### config.mk
export PLATFORM = sky130hd
export DESIGN_NAME = e2q_phase
export DESIGN_NICKNAME = d
export VERILOG_FILES = /design/src/rtl/euler_to_quaternion_defines.svh /design/src/rtl/e2q_pkg.sv /design/src/rtl/e2q_phase.sv
export SDC_FILE = /design/constraint.sdc
export NUM_CORES = 2
export LEC_CHECK = 0
export ABC_AREA = 1
export BUFFER_PORTS_ARGS = -buffer_cell sky130_fd_sc_hd__buf_2
export CORE_ASPECT_RATIO = 0.6
export CORE_UTILIZATION = 40
export DETAILED_ROUTE_END_ITERATION = 16
export PLACE_DENSITY_LB_ADDON = 0.1
export SYNTH_ARGS = -nofsm -noshare
export SYNTH_HDL_FRONTEND = slang
export SYNTH_SLANG_ARGS = --single-unit
### constraint.sdc
create_clock -name clk -period 17.8 [get_ports clk]
set_input_delay 3.56 -clock clk [delete_from_list [all_inputs] [get_ports clk]]
set_output_delay 3.56 -clock clk [all_outputs]
set_load 0.005 [all_outputs]
### src/rtl/euler_to_quaternion_defines.svh
// Assertion macros shared by the euler_to_quaternion RTL.
// Included by the files that carry concurrent assertions; expects clk and rst_n in scope.
`ifndef EULER_TO_QUATERNION_DEFINES_SVH
`define EULER_TO_QUATERNION_DEFINES_SVH

// Checked on every clock edge outside of reset.
`define E2Q_ASSERT(label, prop, msg) \
  label: assert property (@(posedge clk) disable iff (!rst_n) prop) \
    else $error(msg);

// Checked on every clock edge, reset included.
`define E2Q_ASSERT_ALWAYS(label, prop, msg) \
  label: assert property (@(posedge clk) prop) else $error(msg);

`endif

### src/rtl/e2q_pkg.sv
// Package for the Euler angle to quaternion pipeline: widths, constants, types
// and the elaboration-time arctangent table. No dependencies.
package e2q_pkg;

  localparam int ANGLE_BITS    = 32;
  localparam int CORDIC_STAGES = 24;

  // Input and output word widths.
  localparam int IN_W  = 32;
  localparam int Q_W   = 32;
  // Angle magnitude (up to 2^31), scale constant and its halves.
  localparam int MAG_W   = 32;
  localparam int CONST_W = 64;
  localparam int HALF_W  = CONST_W / 2;
  localparam int PROD_W  = MAG_W + CONST_W;
  localparam int PHASE_SHIFT = 93 - ANGLE_BITS;
  // CORDIC datapath widths.
  localparam int XY_W = 43;
  localparam int Z_W  = ANGLE_BITS + 2;
  localparam int MUL_W = 2 * Q_W;

  // Pipeline depths of the three sections.
  localparam int PHASE_LAT  = 4;
  localparam int CORDIC_LAT = CORDIC_STAGES + 1;
  localparam int COMB_LAT   = 4;
  localparam int PIPE_LAT   = PHASE_LAT + CORDIC_LAT + COMB_LAT;

  // 2^64/pi for radians in Q4.27, 2^71/360 for degrees in Q10.21.
  localparam logic [CONST_W-1:0] C_RAD = 64'h517CC1B727220A95;
  localparam logic [CONST_W-1:0] C_DEG = 64'd6558842337318951686;

  typedef logic signed [IN_W-1:0]  angle_t;
  typedef logic signed [Q_W-1:0]   q30_t;
  typedef logic signed [Z_W-1:0]   zphase_t;
  typedef logic signed [XY_W-1:0]  cxy_t;
  typedef logic signed [MUL_W-1:0] prod_t;

  typedef struct packed {
    q30_t c;
    q30_t s;
  } sincos_t;

  // Inverse CORDIC gain in Q40 and unity in Q2.30.
  localparam cxy_t K_Q40   = 43'sd667681663043;
  localparam q30_t ONE_Q30 = 32'sd1073741824;

  // Restoring division, used only while building constants.
  function automatic logic [63:0] long_div(input logic [63:0] num, input logic [63:0] den);
    logic [64:0] rem;
    logic [63:0] quo;
    rem = '0;
    quo = '0;
    for (int b = 63; b >= 0; b--) begin
      rem = {rem[63:0], num[b]};
      if (rem >= {1'b0, den}) begin
        rem    = rem - {1'b0, den};
        quo[b] = 1'b1;
      end
    end
    return quo;
  endfunction

  // Arctangent of 2^-i as a phase of ANGLE_BITS bits per full turn.
  // The series for atan is summed in Q62, then scaled by 2^64/pi.
  function automatic zphase_t atan_entry(input int i);
    logic signed [63:0] acc;
    logic [63:0]        term;
    logic [127:0]       prod;
    int                 k;
    acc = '0;
    if (i == 0) begin
      return zphase_t'(64'd1 << (ANGLE_BITS - 3));
    end
    k = 0;
    while (62 - i * (2 * k + 1) >= 0) begin
      term = long_div(64'd1 << (62 - i * (2 * k + 1)), 64'(2 * k + 1));
      if (k[0]) begin
        acc = acc - $signed(term);
      end else begin
        acc = acc + $signed(term);
      end
      k++;
    end
    prod = {64'd0, acc} * {64'd0, C_RAD};
    prod = prod + (128'd1 << (126 - ANGLE_BITS));
    return zphase_t'(prod >> (127 - ANGLE_BITS));
  endfunction

endpackage

### src/rtl/e2q_phase.sv
// Angle to half-angle phase conversion, four pipeline stages.
// Gives the quadrant and the signed residual phase for the CORDIC. Depends on e2q_pkg.
module e2q_phase
  import e2q_pkg::*;
(
  input  logic                   clk,
  input  logic                   en,
  input  logic                   degree_mode,
  input  angle_t                 angle,
  output logic [1:0]             quad,
  output zphase_t                resid
);

  logic [MAG_W-1:0]      mag_r;
  logic                  neg_r;
  logic                  deg_r;
  logic [CONST_W-1:0]    cst;
  logic [CONST_W-1:0]    plo_r, plo_nxt;
  logic [CONST_W-1:0]    phi_r, phi_nxt;
  logic                  neg2_r;
  logic [PROD_W-1:0]     psum;
  logic [ANGLE_BITS-1:0] raw_r;
  logic                  neg3_r;
  logic [ANGLE_BITS-1:0] ph;
  logic [ANGLE_BITS-1:0] ph_off;
  logic [1:0]            quad_r, quad_nxt;
  zphase_t               resid_r, resid_nxt;

  // Partial products of |angle| with the two halves of the scale constant.
  always_comb begin
    cst     = deg_r ? C_DEG : C_RAD;
    plo_nxt = CONST_W'(mag_r) * CONST_W'(cst[HALF_W-1:0]);
    phi_nxt = CONST_W'(mag_r) * CONST_W'(cst[CONST_W-1:HALF_W]);
  end

  // Join the partial products and round off the fraction below the phase.
  assign psum = {phi_r, {HALF_W{1'b0}}} + PROD_W'(plo_r) + (PROD_W'(1) << (PHASE_SHIFT - 1));

  // Restore the sign, then split the phase into quadrant and residual.
  always_comb begin
    ph        = neg3_r ? (ANGLE_BITS'(0) - raw_r) : raw_r;
    ph_off    = ph + (ANGLE_BITS'(1) << (ANGLE_BITS - 3));
    quad_nxt  = ph_off[ANGLE_BITS-1 -: 2];
    resid_nxt = zphase_t'($signed(ph - {quad_nxt, {(ANGLE_BITS - 2){1'b0}}}));
  end

  always_ff @(posedge clk) begin
    if (en) begin
      mag_r   <= angle[IN_W-1] ? (MAG_W'(0) - MAG_W'(angle)) : MAG_W'(angle);
      neg_r   <= angle[IN_W-1];
      deg_r   <= degree_mode;
      plo_r   <= plo_nxt;
      phi_r   <= phi_nxt;
      neg2_r  <= neg_r;
      raw_r   <= psum[PHASE_SHIFT +: ANGLE_BITS];
      neg3_r  <= neg2_r;
      quad_r  <= quad_nxt;
      resid_r <= resid_nxt;
    end
  end

  assign quad  = quad_r;
  assign resid = resid_r;

endmodule

# Word-level counts from Yosys, hierarchy flattened
# Index checks and enable logic that the tools add are counted.
[word_totals] input_bits=35 word_cells=22 output_inout_bits=36 reg_bits=227
[op_classes] muxes=3 addsub=6 n_mul=2
[op_table] cell="$add A93 B61 Y93 const B" n=1
[op_table] cell="$add A93 B64 Y93" n=1
[op_table] cell="$mul A32 B32 Y64" n=1
[op_table] cell="$sub A1 B32 Y32 const A" n=2
[op_table] cell="$mul A32 B31 Y61" n=1
[op_table] cell="$mux W60" n=1
[op_table] cell="$add A32 B30 Y32 const B" n=1
[op_table] cell="$mux W32" n=1
[op_table] cell="$sub A32 B32 Y32" n=1
[op_table] cell="$mux W31" n=1

# Longest topological paths before layout
[logic_depth] depth_word=4 ltp_mapped=35 mapped_depth_nobuf=34

# Worst setup path after synthesis
# OpenSTA, ideal clock, no wires.
[synth_path] path_type="register to register" startpoint="register deg_r" endpoint="register phi_r[53], data pin" path_slack_ps=10546 setup_ps=252 path_stages_with_launch=31 n_path_buf=4 required_time_ps=17548 t_arrival_ps=7002 synth_period_minus_slack_ps=7254 path_cell_list="edfxtp_1 -> buf_4 -> buf_6 -> buf_4 -> buf_2 -> nor2_1 -> inv_1 -> fa_1 -> inv_1 -> fa_1 -> inv_1 -> fa_1 -> fa_1 -> inv_1 -> fa_1 -> fa_1 -> fa_1 -> inv_1 -> fa_1 -> inv_1 -> ha_1 -> nand2_1 -> inv_1 -> a21oi_1 -> o21ai_0 -> inv_1 -> nand2_1 -> a21oi_1 -> nand2_1 -> nand2_1 -> nand2_1"
[synth_via] elab_chain_len=2
[synth_lines] element="start, declared" line_no="e2q_phase.sv:16" text="logic deg_r;"
[synth_lines] element="start signal, assigned" line_no="e2q_phase.sv:51" text="deg_r <= degree_mode;"
[synth_lines] element="$mux W60" line_no="e2q_phase.sv:31" text="cst = deg_r ? C_DEG : C_RAD;"
[synth_lines] element="$mul A32 B31 Y61" line_no="e2q_phase.sv:33" text="phi_nxt = CONST_W'(mag_r) * CONST_W'(cst[CONST_W-1:HALF_W]);"
[synth_lines] element="named net phi_nxt[53]" line_no="e2q_phase.sv:19" text="logic [CONST_W-1:0] phi_r, phi_nxt;"
[synth_lines] element="end signal, assigned" line_no="e2q_phase.sv:53" text="phi_r <= phi_nxt;"
[synth_lines] element="end, declared" line_no="e2q_phase.sv:19"
# The timed path passes the listed nets, and every way through them passes these cells.
# A chain may end at the register's enable or synchronous reset.

# Worst setup path after layout
[layout_path] startpoint="register mag_r[11]" endpoint="register phi_r[41], data pin"
[layout_via] elab_chain_len=1
[layout_lines] element="start, declared" line_no="e2q_phase.sv:14" text="logic [MAG_W-1:0] mag_r;"
[layout_lines] element="start signal, assigned" line_no="e2q_phase.sv:49" text="mag_r <= angle[IN_W-1] ? (MAG_W'(0) - MAG_W'(angle)) : MAG_W'(angle);"
[layout_lines] element="$mul A32 B31 Y61" line_no="e2q_phase.sv:33"
[layout_lines] element="named net phi_nxt[41]" line_no="e2q_phase.sv:19"
# The timed path passes the listed nets, and every way through them passes these cells.

==> flow_metrics.env <==
export IMPL_syn_area_um2=57200
export IMPL_final_max_slew_violation_count=0
export IMPL_synth_cell_types=47
export IMPL_arrival_ps=10920
export IMPL_drcViolationCount=0
export IMPL_die_y_um=295
export IMPL_synth_avg_cell_area_um2=8.18
export IMPL_grtUsageTotal=0.380
export IMPL_io_pins=71
export IMPL_vias=47000
export IMPL_wl_um=273000
export IMPL_postCtsSetupBuffers=0
export IMPL_synth_simple_area_share=0.174
export IMPL_cts_resized=0
export IMPL_grt_setup_unrepaired="false"
export IMPL_relSlewSlack=0.150
export IMPL_yosys_warnings=0
export IMPL_synth_ff_type="edfxtp_1"
export IMPL_met2_usage=0.448
export IMPL_area_growth_pct=6.60
export IMPL_cts_tree="yes"
export IMPL_busiest_layer="met1"
export IMPL_cts_buffer_depth=2
export IMPL_drtAntennaViolNets=0
export IMPL_hold_violations=0
export IMPL_yosys_area_top_type="fa_1"
export IMPL_met3_usage=0.238
export IMPL_ys_top_cells_by_area="fa_1, ha_1, inv_1, nand2_1, edfxtp_1"
export IMPL_finalCritPeriodShare=0.601
export IMPL_drive_gt1_frac=0.0436
export IMPL_synth_mux_area_frac=0
export IMPL_grt_pass1_wl_um=371000
export IMPL_drt_first_pass_iters=6
export IMPL_critPathMaxFanout=13
export IMPL_ys_seq_area_frac=0.102
export IMPL_synth_fa_ha_area_frac=0.538
export IMPL_hold_path_class="reg2reg"
export IMPL_grt_ovfl_total=0
export IMPL_cts_num_sinks=195
export IMPL_synth_edf_count=195
export IMPL_seq_area_um2=5860
export IMPL_place_congestion=1.09
export IMPL_tightestPinTransition_ps=1270
export IMPL_cts_clk_slew_worst_paths_ps=100
export IMPL_nets=8988
export IMPL_via_per_inst=5.20
export IMPL_synth_xor_area_share=0.0168
export IMPL_ctsHoldBuffers=0
export IMPL_setup_worst_path_class="reg2reg"
export IMPL_period_minus_slack_ps=10700
export IMPL_synth_top_family_by_area="adder cells"
export IMPL_die_width_um=490
export IMPL_wire_per_inst_um=30.2
export IMPL_fin_tns_setup_ps=0
export IMPL_r2r_setup_slack_ps=7100
export IMPL_yosys_top_cells_count="inv_1, nand2_1, fa_1"
export IMPL_hp_start="neg_r"
export IMPL_die_area_um2=145000
export IMPL_finClkSkew_ps=38.4
export IMPL_synth_top_area_frac=0.352
export IMPL_synth_most_common_cell="inv_1"
export IMPL_drt_initial_drc_count=4871
export IMPL_start_util=0.403
export IMPL_fmax_mhz=93.5
export IMPL_io_buffers=70
export IMPL_cp_required_ps=18020
export IMPL_rows=107
export IMPL_finalSetupViolCount=0
export IMPL_cts_root_buffer="clkbuf_16"
export IMPL_synth_cells=6991
export IMPL_use_met1=0.558
export IMPL_synth_compound_area_frac=0.0334
export IMPL_core_region_area_um2=142000
export IMPL_r2r_start="mag_r[11]"
export IMPL_synth_seq_cells=195
export IMPL_synthArstFlopShare=0
export IMPL_dp_hpwl_um=241000
export IMPL_n_fill_cell=14700
export IMPL_numCtsBuffers=17
export IMPL_htreeDepth=4
export IMPL_critPathCaptureType="register"
export IMPL_antenna_found_initial=22
export IMPL_max_cap_violations=0
export IMPL_cp_start_kind="register"
export IMPL_grt_max_degree=96
export IMPL_crit_start="mag_r[11]"
export IMPL_multi_input_area_um2=43600
export IMPL_status="completed"
export IMPL_clkLatencyLatePin_ps=570
export IMPL_grt_pass1_vias=46500
[placed cells by master (no fill, tap or decap), types with 11 or more instances in the layout]
cell,n
a21oi_1,180
buf_2,69
buf_4,84
clkbuf_16,17
diode_2,11
edfxtp_1,195
fa_1,1005
ha_1,850
inv_1,1959
inv_2,21
nand2_1,1569
nand3_1,210
nand3b_1,21
nand4_1,43
nor2_1,425
nor2_2,34
nor3_1,39
o21ai_0,103
o21ai_1,15
o21bai_1,34
or2_2,45
xnor2_1,19
xor2_1,91
[routing by layer]
| metal | vias up | part of all wire | wire, um |
|---|---|---|---|
| met5 | - | 0.0043 | 1170 |
| met4 | 18 | 0.019 | 5280 |
| met3 | 243 | 0.17 | 46200 |
| met2 | 2418 | 0.33 | 90400 |
| met1 | 23200 | 0.48 | 130000 |
| li1 | 21100 | - | - |
[path summary, 6_finish.rpt]
| path | to | cells past startpoint |
|---|---|---|
| worst max-delay path | phi_r[41] | 27 |
| worst min-delay path | neg2_r | 0 |
| worst max register to register | phi_r[41] | 27 |
| worst min register to register | neg2_r | 0 |
[sequential cells by signal (all words and copies together) (netlist names)]
register,cells
phi_r,61
mag_r,32
plo_r,32
raw_r,32
resid,32
quad,2
deg_r,1
neg2_r,1
neg3_r,1
neg_r,1
[worst max-delay path, cell delays in order (launching register included)]
cell and delay, ps:
edfxtp_1 810, inv_1 590, nor2_1 880, inv_1 620
nor2_1 590, or2_2 230, nor2_1 90, ha_1 230
or2_2 290, inv_1 80, fa_1 420, inv_1 90
fa_1 440, fa_1 670, fa_1 470, fa_1 410
fa_1 570, inv_1 60, fa_1 470, inv_1 40
ha_1 430, nand2_1 140, nor2_1 300, nand2_1 170
nor2_1 220, nand3_1 110, nand3_1 280, xor2_1 670
[per-stage QoR]
step	hold WS (ps)	instances	utilization	area (um2)	setup WS, ps
2_1_floorplan	400	6994	-	57200	10550
5_1_grt	423	9026	0.430	61000	7060
3_5_place_dp	406	8986	0.425	60300	7600
4_1_cts	416	9018	0.429	60900	7550
3_3_place_gp	407	8985	0.425	60300	7440
6_report	419	9029	0.430	61000	7100
[logic make-up after synthesis]
family | after synthesis
and+or+nand+nor | 2425
other | 2
AOI/OAI and AO/OA | 352
DFF | 195
buffers and inverters | 2052
xor gates and xnor gates | 110
adders and majority gates | 1855
[layout make-up]
type                    instances  area share
well taps                    1907      0.0391
multi-input cells            4747       0.715
repair buffers                155      0.0164
clock buffers                  17     0.00698
flip-flops and latches        195      0.0960
inverters                    1982       0.122
diodes                         11    0.000451
clock inverters                15     0.00359
Power is left out: the tool's default activity adds up to more than one toggle a clock period on the data nets, which glitch-free logic cannot reach.
